===== config.mk =====
export PLATFORM = sky130hd
export DESIGN_NAME = tftp_packet_validator_unit
export DESIGN_NICKNAME = d
export VERILOG_FILES = /design/src/rtl/core/tftpv_pkg.sv /design/src/rtl/core/tftp_packet_validator_unit.sv
export SDC_FILE = /design/constraint.sdc
export NUM_CORES = 1
export LEC_CHECK = 0
export ABC_AREA = 1
export BUFFER_PORTS_ARGS = -buffer_cell sky130_fd_sc_hd__buf_2
export CORE_MARGIN = 2
export CORE_UTILIZATION = 45
export CTS_CLUSTER_DIAMETER = 50
export DETAILED_ROUTE_END_ITERATION = 16
export MAX_ROUTING_LAYER = met4
export PLACE_DENSITY_LB_ADDON = 0.15
export SLEW_MARGIN = 30
export SYNTH_ARGS = -nofsm -noshare
export SYNTH_HDL_FRONTEND = slang
export SYNTH_SLANG_ARGS = --single-unit

===== constraint.sdc =====
create_clock -name clk -period 7.9 [get_ports clk]
set_input_delay 0.395 -clock clk [delete_from_list [all_inputs] [get_ports clk]]
set_output_delay 0.395 -clock clk [all_outputs]
set_load 0.01 [all_outputs]

===== src/rtl/core/tftpv_pkg.sv =====
package tftpv_pkg;

  localparam int MAX_PACKET_BYTES = 1024;
  localparam int NAME_MAX = 255;
  localparam int MODE_MAX = 8;
  localparam int TEXT_MAX = 255;

  localparam int POS_W = $clog2(MAX_PACKET_BYTES + 1);
  localparam int LEN_W = 9;
  localparam int PAY_W = 10;

  localparam logic [POS_W-1:0] POS_MAX = POS_W'(MAX_PACKET_BYTES);
  localparam logic [LEN_W-1:0] LEN_SAT = '1;

  // opcodes / awaited types
  localparam logic [2:0] TYPE_RRQ = 3'd1;
  localparam logic [2:0] TYPE_WRQ = 3'd2;
  localparam logic [2:0] TYPE_DATA = 3'd3;
  localparam logic [2:0] TYPE_ACK = 3'd4;
  localparam logic [2:0] TYPE_ERROR = 3'd5;

  // field phases
  localparam logic [2:0] PH_OP = 3'd0;
  localparam logic [2:0] PH_NUM = 3'd1;
  localparam logic [2:0] PH_NAME = 3'd2;
  localparam logic [2:0] PH_MODE = 3'd3;
  localparam logic [2:0] PH_PAY = 3'd4;
  localparam logic [2:0] PH_TEXT = 3'd5;
  localparam logic [2:0] PH_EXCESS = 3'd6;

  // field tags
  localparam logic [2:0] TAG_OPCODE = 3'd0;
  localparam logic [2:0] TAG_NUMBER = 3'd1;
  localparam logic [2:0] TAG_NAME = 3'd2;
  localparam logic [2:0] TAG_MODE = 3'd3;
  localparam logic [2:0] TAG_PAYLOAD = 3'd4;
  localparam logic [2:0] TAG_TEXT = 3'd5;
  localparam logic [2:0] TAG_TERM = 3'd6;
  localparam logic [2:0] TAG_EXCESS = 3'd7;

  // status codes
  localparam logic [2:0] ST_OK = 3'd0;
  localparam logic [2:0] ST_WRONG_TYPE = 3'd1;
  localparam logic [2:0] ST_LENGTH = 3'd2;
  localparam logic [2:0] ST_NAME_LONG = 3'd3;
  localparam logic [2:0] ST_MODE_LONG = 3'd4;
  localparam logic [2:0] ST_BAD_MODE = 3'd5;
  localparam logic [2:0] ST_BAD_CODE = 3'd6;

  localparam logic [1:0] MODE_NETASCII = 2'b01;
  localparam logic [1:0] MODE_OCTET = 2'b10;

  localparam logic [15:0] ERR_CODE_MAX = 16'd7;

  // keep the first error; a held length error yields to a later too-long or bad-code error
  function automatic logic [2:0] note_error(input logic [2:0] cur, input logic [2:0] code);
    logic [2:0] res;
    res = cur;
    if (cur == ST_OK ||
        (cur == ST_LENGTH && (code inside {ST_NAME_LONG, ST_MODE_LONG, ST_BAD_CODE}))) begin
      res = code;
    end
    return res;
  endfunction

  function automatic logic [7:0] netascii_char(input logic [2:0] i);
    logic [7:0] c;
    case (i)
      3'd0: c = 8'h6E;
      3'd1: c = 8'h65;
      3'd2: c = 8'h74;
      3'd3: c = 8'h61;
      3'd4: c = 8'h73;
      3'd5: c = 8'h63;
      3'd6: c = 8'h69;
      3'd7: c = 8'h69;
      default: c = 8'h00;
    endcase
    return c;
  endfunction

  function automatic logic [7:0] octet_char(input logic [2:0] i);
    logic [7:0] c;
    case (i)
      3'd0: c = 8'h6F;
      3'd1: c = 8'h63;
      3'd2: c = 8'h74;
      3'd3: c = 8'h65;
      3'd4: c = 8'h74;
      default: c = 8'h6F;
    endcase
    return c;
  endfunction

endpackage


===== src/rtl/core/tftp_packet_validator_unit.sv =====
// Channel | Handshake           | Payload
// in      | in_valid, in_ready  | data_byte, last, expected_type
// out     | out_valid, out_ready| out_byte, field_tag, done_res, status, number,
//         |                     | payload_length, mode_kind
//
// One request per cycle unless the output stalls: each byte passes one stage of
// compare and counter logic into the result register, out in the next cycle.
// in_ready is high whenever the result register is empty or is being taken.
// Synchronous reset clears the packet state and the result valid flag.
// A stall on the output holds the result and blocks further input.
module tftp_packet_validator_unit (
  input  logic        clk,
  input  logic        rst,
  input  logic        in_valid,
  output logic        in_ready,
  input  logic [7:0]  data_byte,
  input  logic        last,
  input  logic [2:0]  expected_type,
  output logic        out_valid,
  input  logic        out_ready,
  output logic [7:0]  out_byte,
  output logic [2:0]  field_tag,
  output logic        done_res,
  output logic [2:0]  status,
  output logic [15:0] number,
  output logic [9:0]  payload_length,
  output logic        mode_kind
);

  logic [tftpv_pkg::POS_W-1:0] byte_position, byte_position_next;
  logic [2:0]                  latched_type, latched_type_next;
  logic                        opcode_high, opcode_high_next;
  logic [15:0]                 number_reg, number_reg_next;
  logic [2:0]                  field_phase, field_phase_next;
  logic [tftpv_pkg::LEN_W-1:0] string_length, string_length_next;
  logic [1:0]                  mode_match_flags, mode_match_flags_next;
  logic [2:0]                  first_error, first_error_next;

  logic                        accept;
  logic [2:0]                  res_tag;
  logic [2:0]                  res_status;
  logic [15:0]                 res_number;
  logic [9:0]                  res_pay;
  logic                        res_mode;

  always_comb begin
    logic [tftpv_pkg::POS_W-1:0] idx;
    logic [tftpv_pkg::POS_W-1:0] pay_full;
    logic [tftpv_pkg::LEN_W-1:0] len_inc;
    logic [2:0]                  t;
    logic                        ohn;
    logic                        is_req;
    logic [1:0]                  keep;
    logic [2:0]                  fin;

    idx = byte_position;
    t = (idx == '0) ? expected_type : latched_type;
    ohn = (idx == '0) ? (data_byte != 8'd0) : opcode_high;
    is_req = (t == tftpv_pkg::TYPE_RRQ) || (t == tftpv_pkg::TYPE_WRQ);
    len_inc = (string_length < tftpv_pkg::LEN_SAT) ? string_length + 1'b1 : string_length;
    keep = '0;
    pay_full = '0;

    latched_type_next = t;
    opcode_high_next = ohn;
    number_reg_next = number_reg;
    field_phase_next = field_phase;
    string_length_next = string_length;
    mode_match_flags_next = mode_match_flags;
    first_error_next = first_error;
    res_tag = tftpv_pkg::TAG_EXCESS;

    if (idx >= tftpv_pkg::POS_MAX) begin
      first_error_next = tftpv_pkg::note_error(first_error_next, tftpv_pkg::ST_LENGTH);
    end

    case (field_phase)
      tftpv_pkg::PH_OP: begin
        res_tag = tftpv_pkg::TAG_OPCODE;
        if (idx != '0) begin
          if (ohn || data_byte != {5'd0, t} || t < tftpv_pkg::TYPE_RRQ ||
              t > tftpv_pkg::TYPE_ERROR) begin
            first_error_next = tftpv_pkg::note_error(first_error_next,
                                                     tftpv_pkg::ST_WRONG_TYPE);
          end
          if (is_req) begin
            field_phase_next = tftpv_pkg::PH_NAME;
          end else if (t >= tftpv_pkg::TYPE_DATA && t <= tftpv_pkg::TYPE_ERROR) begin
            field_phase_next = tftpv_pkg::PH_NUM;
          end else begin
            field_phase_next = tftpv_pkg::PH_EXCESS;
          end
        end
      end
      tftpv_pkg::PH_NUM: begin
        res_tag = tftpv_pkg::TAG_NUMBER;
        number_reg_next = {number_reg[7:0], data_byte};
        if (idx >= tftpv_pkg::POS_W'(3)) begin
          if (t == tftpv_pkg::TYPE_ERROR && number_reg_next > tftpv_pkg::ERR_CODE_MAX) begin
            first_error_next = tftpv_pkg::note_error(first_error_next,
                                                     tftpv_pkg::ST_BAD_CODE);
          end
          if (t == tftpv_pkg::TYPE_DATA) begin
            field_phase_next = tftpv_pkg::PH_PAY;
          end else if (t == tftpv_pkg::TYPE_ERROR) begin
            field_phase_next = tftpv_pkg::PH_TEXT;
          end else begin
            field_phase_next = tftpv_pkg::PH_EXCESS;
          end
        end
      end
      tftpv_pkg::PH_NAME: begin
        if (data_byte == 8'd0) begin
          res_tag = tftpv_pkg::TAG_TERM;
          string_length_next = '0;
          field_phase_next = tftpv_pkg::PH_MODE;
        end else begin
          res_tag = tftpv_pkg::TAG_NAME;
          string_length_next = len_inc;
          if (len_inc > tftpv_pkg::LEN_W'(tftpv_pkg::NAME_MAX)) begin
            first_error_next = tftpv_pkg::note_error(first_error_next,
                                                     tftpv_pkg::ST_NAME_LONG);
          end
        end
      end
      tftpv_pkg::PH_MODE: begin
        if (data_byte == 8'd0) begin
          res_tag = tftpv_pkg::TAG_TERM;
          keep = {string_length == tftpv_pkg::LEN_W'(5), string_length == tftpv_pkg::LEN_W'(8)};
          mode_match_flags_next = mode_match_flags & keep;
          field_phase_next = tftpv_pkg::PH_EXCESS;
        end else begin
          res_tag = tftpv_pkg::TAG_MODE;
          // drop a candidate mode as soon as a character misses
          if (string_length >= tftpv_pkg::LEN_W'(8) ||
              tftpv_pkg::netascii_char(string_length[2:0]) != data_byte) begin
            mode_match_flags_next = mode_match_flags_next & tftpv_pkg::MODE_OCTET;
          end
          if (string_length >= tftpv_pkg::LEN_W'(5) ||
              tftpv_pkg::octet_char(string_length[2:0]) != data_byte) begin
            mode_match_flags_next = mode_match_flags_next & tftpv_pkg::MODE_NETASCII;
          end
          string_length_next = len_inc;
          if (len_inc > tftpv_pkg::LEN_W'(tftpv_pkg::MODE_MAX)) begin
            first_error_next = tftpv_pkg::note_error(first_error_next,
                                                     tftpv_pkg::ST_MODE_LONG);
          end
        end
      end
      tftpv_pkg::PH_TEXT: begin
        if (data_byte == 8'd0) begin
          res_tag = tftpv_pkg::TAG_TERM;
          field_phase_next = tftpv_pkg::PH_EXCESS;
        end else begin
          res_tag = tftpv_pkg::TAG_TEXT;
          string_length_next = len_inc;
          if (len_inc > tftpv_pkg::LEN_W'(tftpv_pkg::TEXT_MAX)) begin
            first_error_next = tftpv_pkg::note_error(first_error_next,
                                                     tftpv_pkg::ST_NAME_LONG);
          end
        end
      end
      tftpv_pkg::PH_PAY: begin
        res_tag = tftpv_pkg::TAG_PAYLOAD;
      end
      default: begin
        res_tag = tftpv_pkg::TAG_EXCESS;
        if (is_req || t == tftpv_pkg::TYPE_ACK || t == tftpv_pkg::TYPE_ERROR) begin
          first_error_next = tftpv_pkg::note_error(first_error_next, tftpv_pkg::ST_LENGTH);
        end
      end
    endcase

    // end-of-packet checks, used only for the verdict on the last byte
    fin = first_error_next;
    if (idx == '0) begin
      fin = tftpv_pkg::note_error(fin, tftpv_pkg::ST_LENGTH);
    end
    if (is_req) begin
      if (field_phase_next != tftpv_pkg::PH_EXCESS) begin
        fin = tftpv_pkg::note_error(fin, tftpv_pkg::ST_LENGTH);
      end
      if (fin == tftpv_pkg::ST_OK && mode_match_flags_next == 2'b00) begin
        fin = tftpv_pkg::ST_BAD_MODE;
      end
    end else if (t == tftpv_pkg::TYPE_DATA) begin
      if (idx < tftpv_pkg::POS_W'(3)) begin
        fin = tftpv_pkg::note_error(fin, tftpv_pkg::ST_LENGTH);
      end
    end else if (t == tftpv_pkg::TYPE_ACK) begin
      if (idx != tftpv_pkg::POS_W'(3)) begin
        fin = tftpv_pkg::note_error(fin, tftpv_pkg::ST_LENGTH);
      end
    end else if (t == tftpv_pkg::TYPE_ERROR) begin
      if (field_phase_next != tftpv_pkg::PH_EXCESS) begin
        fin = tftpv_pkg::note_error(fin, tftpv_pkg::ST_LENGTH);
      end
    end

    res_status = fin;
    res_number = (t >= tftpv_pkg::TYPE_DATA && t <= tftpv_pkg::TYPE_ERROR) ?
                 number_reg_next : 16'd0;
    pay_full = idx - tftpv_pkg::POS_W'(3);
    res_pay = (t == tftpv_pkg::TYPE_DATA && fin == tftpv_pkg::ST_OK) ?
              pay_full[9:0] : 10'd0;
    res_mode = is_req && fin == tftpv_pkg::ST_OK && mode_match_flags_next[1];

    if (idx < tftpv_pkg::POS_MAX) begin
      byte_position_next = idx + 1'b1;
    end else begin
      byte_position_next = idx;
    end
  end

  assign in_ready = !out_valid || out_ready;
  assign accept = in_valid && in_ready;

  always_ff @(posedge clk) begin
    if (rst) begin
      byte_position <= '0;
      latched_type <= '0;
      opcode_high <= 1'b0;
      number_reg <= '0;
      field_phase <= tftpv_pkg::PH_OP;
      string_length <= '0;
      mode_match_flags <= 2'b11;
      first_error <= tftpv_pkg::ST_OK;
    end else if (accept) begin
      if (last) begin
        byte_position <= '0;
        latched_type <= '0;
        opcode_high <= 1'b0;
        number_reg <= '0;
        field_phase <= tftpv_pkg::PH_OP;
        string_length <= '0;
        mode_match_flags <= 2'b11;
        first_error <= tftpv_pkg::ST_OK;
      end else begin
        byte_position <= byte_position_next;
        latched_type <= latched_type_next;
        opcode_high <= opcode_high_next;
        number_reg <= number_reg_next;
        field_phase <= field_phase_next;
        string_length <= string_length_next;
        mode_match_flags <= mode_match_flags_next;
        first_error <= first_error_next;
      end
    end
  end

  always_ff @(posedge clk) begin
    if (rst) begin
      out_valid <= 1'b0;
    end else if (accept) begin
      out_valid <= 1'b1;
    end else if (out_ready) begin
      out_valid <= 1'b0;
    end
  end

  always_ff @(posedge clk) begin
    if (accept) begin
      out_byte <= data_byte;
      field_tag <= res_tag;
      done_res <= last;
      status <= last ? res_status : tftpv_pkg::ST_OK;
      number <= last ? res_number : 16'd0;
      payload_length <= last ? res_pay : 10'd0;
      mode_kind <= last && res_mode;
    end
  end

endmodule


==> out/results.ini <==
[status]
status = completed

[flow_run]
maxCapViolations = 0

[cts]
cts_tree = yes
cts-buffers-inserted = 9
clockRootBuffer = clkbuf_16
worstSkewPairLatency_ns = 0.35
htree_levels = 3
cts_hold_buf = 0
post_cts_resize_count = 0
cts_sinks = 96
clkTransAtPathRegs_ns = 0.07
cts_setup_buffers = 0
clockBufferDepth = 2

[logic_synthesis]
synth.distinct_cells = 39
synth_edf_count = 42
yosysSeqAreaShare_pct = 44.8
syn_area_per_cell_um2 = 7.38
ys.flop_type = dfxtp_1
synthArstFlopShare_pct = 0
syn-instance-count = 708
yosysWarningCount = 0
syn_nets = 731
ys_ff_latch = 96
mappedNetlistArea_um2 = 5230

[die]
die_area_um2 = 12500
fp.coreArea_um2 = 11400
die_x_um = 112
die_y_um = 112
ios = 60
rows = 39
start_util_pct = 46.0

[setup_path]
rrSetupSlack_ns = 4.89
crit_slowest_cell = clkinv_2
crit_type = reg -> reg
crit_family = buffers and inverters
critPathRequiredTime_ns = 8.14
crit_top_cell = nand2_1
cp_data_arrival_time_ns = 3.24
cpPeakStageDelay_ns = 0.74
cp-start-kind = flip-flop
cp_max_fo = 47
crit_chain = nand2_1, nand2_1, buf_4, clkinv_2, nand2_1, nand2_1, o21ai_0, nand2_1, inv_1, nor2_1, nand2_1, o21ai_0
end_kind = flip-flop
crit_buf_inv = 3

[global_routing]
antenna_found_initial = 0
groute.usage.overall_pct = 21.8
grt_pass1_vias = 4572
grt.overflow.total = 0
grt_pass1_wl_mm = 21.3
grt_max_degree = 48

[final_layout]
largest_reg_flops = 32
fin_nets = 785
multi_input_area_um2 = 2440
n_fill_cell = 1115
finalCoreUtilization_pct = 52.0
drive_gt1_share_pct = 14.1
seq_area_um2 = 2340
area_growth_syn_to_layout_pct = 13.1
num_antenna_cells = 0

[routing]
drc_errors = 0
wl_mm = 12.7
wl_per_cell_um = 14.0
ant_nets = 0
firstDrtPassIters = 5
drt_iter0_markers = 307
vias_per_cell = 5.22
vias = 4747

[timing]
finalHoldViolations = 0
finalSetupViolations = 0
slew_viol_final = 0
period_needed_ns = 3.01
worst_slew_pin_slew_ns = 0.865
final.setup.tns_ns = 0
fin_crit_sh_pct = 38.0
rsz0062_at_grt = false
fin_skew_ns = 0.00864
fmax_mhz = 333
max-slew-margin-rel_pct = 42.1

[power]
peakVddDrop_uv = 130
leakage_nw = 2.69
power.density_nw_per_um2 = 183

[place]
portBuffers = 59
place_congestion = 0.907
hpwl_mm = 9.24

[min_path]
min_path_type = in -> reg

power by group:
part / leakage, nW / internal, W / total [W] / switching, W
logic: 1.70 / 0.0000401 / 0.000129 / 0.0000885
clock network: 0.131 / 0.000216 / 0.000414 / 0.000198
registers: 0.858 / 0.000535 / 0.000540 / 0.00000576
total: 2.69 / 0.000791 / 0.00108 / 0.000292
worst reg2reg max path: stages (launching register included):
cell and delay [ns]:
dfxtp_1 0.33, nand2_1 0.08, nand2_1 0.06, buf_4 0.32
clkinv_2 0.74, nand2_1 0.37, nand2_1 0.22, o21ai_0 0.35
nand2_1 0.11, inv_1 0.11, nor2_1 0.06, nand2_1 0.06
o21ai_0 0.08
placed cells by master (no fill, tap or decap), types with 3 or more instances in the layout:
master       n
nand2_1    181
nor2_1      98
inv_1       89
buf_2       59
dfxtp_1     54
nand3_1     52
edfxtp_1    42
a21oi_1     40
o21ai_0     33
a2bb2oi_1   16
xor2_1      11
nor3_1       9
clkbuf_16    9
ha_1         7
nor2_2       6
nand4_1      6
nand2_2      6
nand3_2      5
inv_2        5
nor2_4       3
nor4_1       3
o211ai_1     3
final cells by class:
| cell class | count | area share [%] |
|---|---|---|
| clock buffer | 11 | 3.94 |
| timing repair buffer | 61 | 5.25 |
| clock inverter | 5 | 0.657 |
| tap | 143 | 3.03 |
| multi-input combinational | 498 | 41.4 |
| inverter | 96 | 6.12 |
| sequential | 96 | 39.6 |
metal layers:
metal  track usage (%)  up-vias  routed length (um)
li1                  -     2395                   -
met1              26.8     2210                5780
met2              34.7      116                6010
met3              4.25       26                 565
met4              9.88        0                 350
met5                 -        -                   0
per-stage QoR:
step / std cells / power, W / instance area [um2] / hold WS (ns) / setup slack [ns]
after floorplan: 708 / 0.000639 / 5230 / 0.429 / 5.10
after global placement: 894 / 0.000678 / 5640 / 0.447 / 4.96
after detailed placement: 894 / 0.000680 / 5640 / 0.455 / 4.72
after CTS: 910 / 0.00109 / 5910 / 0.242 / 4.89
after global routing: 910 / 0.00113 / 5910 / 0.247 / 4.52
final: 910 / 0.00108 / 5910 / 0.257 / 4.89
worst paths after layout:
check                                 from                       end  cells after the start
hold reg to reg   opcode_high$_SDFFE_PP0P_  opcode_high$_SDFFE_PP0P_                      2
setup / recovery    out_valid$_SDFFE_PP0P_                 flip-flop                     12
hold / removal                data_byte[7]     out_byte[7]$_DFFE_PP_                      1
setup reg to reg    out_valid$_SDFFE_PP0P_                 flip-flop                     12
kinds of logic (layout without fill, tap and decap cells):
| kind of cell | Yosys count | in the layout | share of synthesized area (%) |
|---|---|---|---|
| buffers and inverters | 114 | 173 | 8.40 |
| DFF | 96 | 96 | 44.8 |
| and+or+nand+nor | 379 | 379 | 31.9 |
| AOI/OAI and AO/OA | 100 | 100 | 11.2 |
| xor gates and xnor gates | 12 | 12 | 2.01 |
| adders and majority gates | 7 | 7 | 1.68 |
synth_stat cells (3+ instances only):
library cell	count	area share, %
a21oi_1	40	3.8
a2bb2oi_1	16	2.7
buf_2	3	0.29
clkbuf_1	12	0.86
dfxtp_1	54	21
edfxtp_1	42	24
ha_1	7	1.7
inv_1	90	6.5
inv_2	5	0.36
nand2_1	181	13
nand2_2	6	0.72
nand3_1	52	5.0
nand3_2	5	0.96
nand4_1	6	0.72
nor2_1	98	7.0
nor2_2	6	0.72
nor2_4	3	0.65
nor3_1	9	0.86
nor4_1	3	0.36
o211ai_1	3	0.43
o21ai_0	33	3.2
xor2_1	11	1.8
Note: power is estimated with default switching activity, not from simulation.
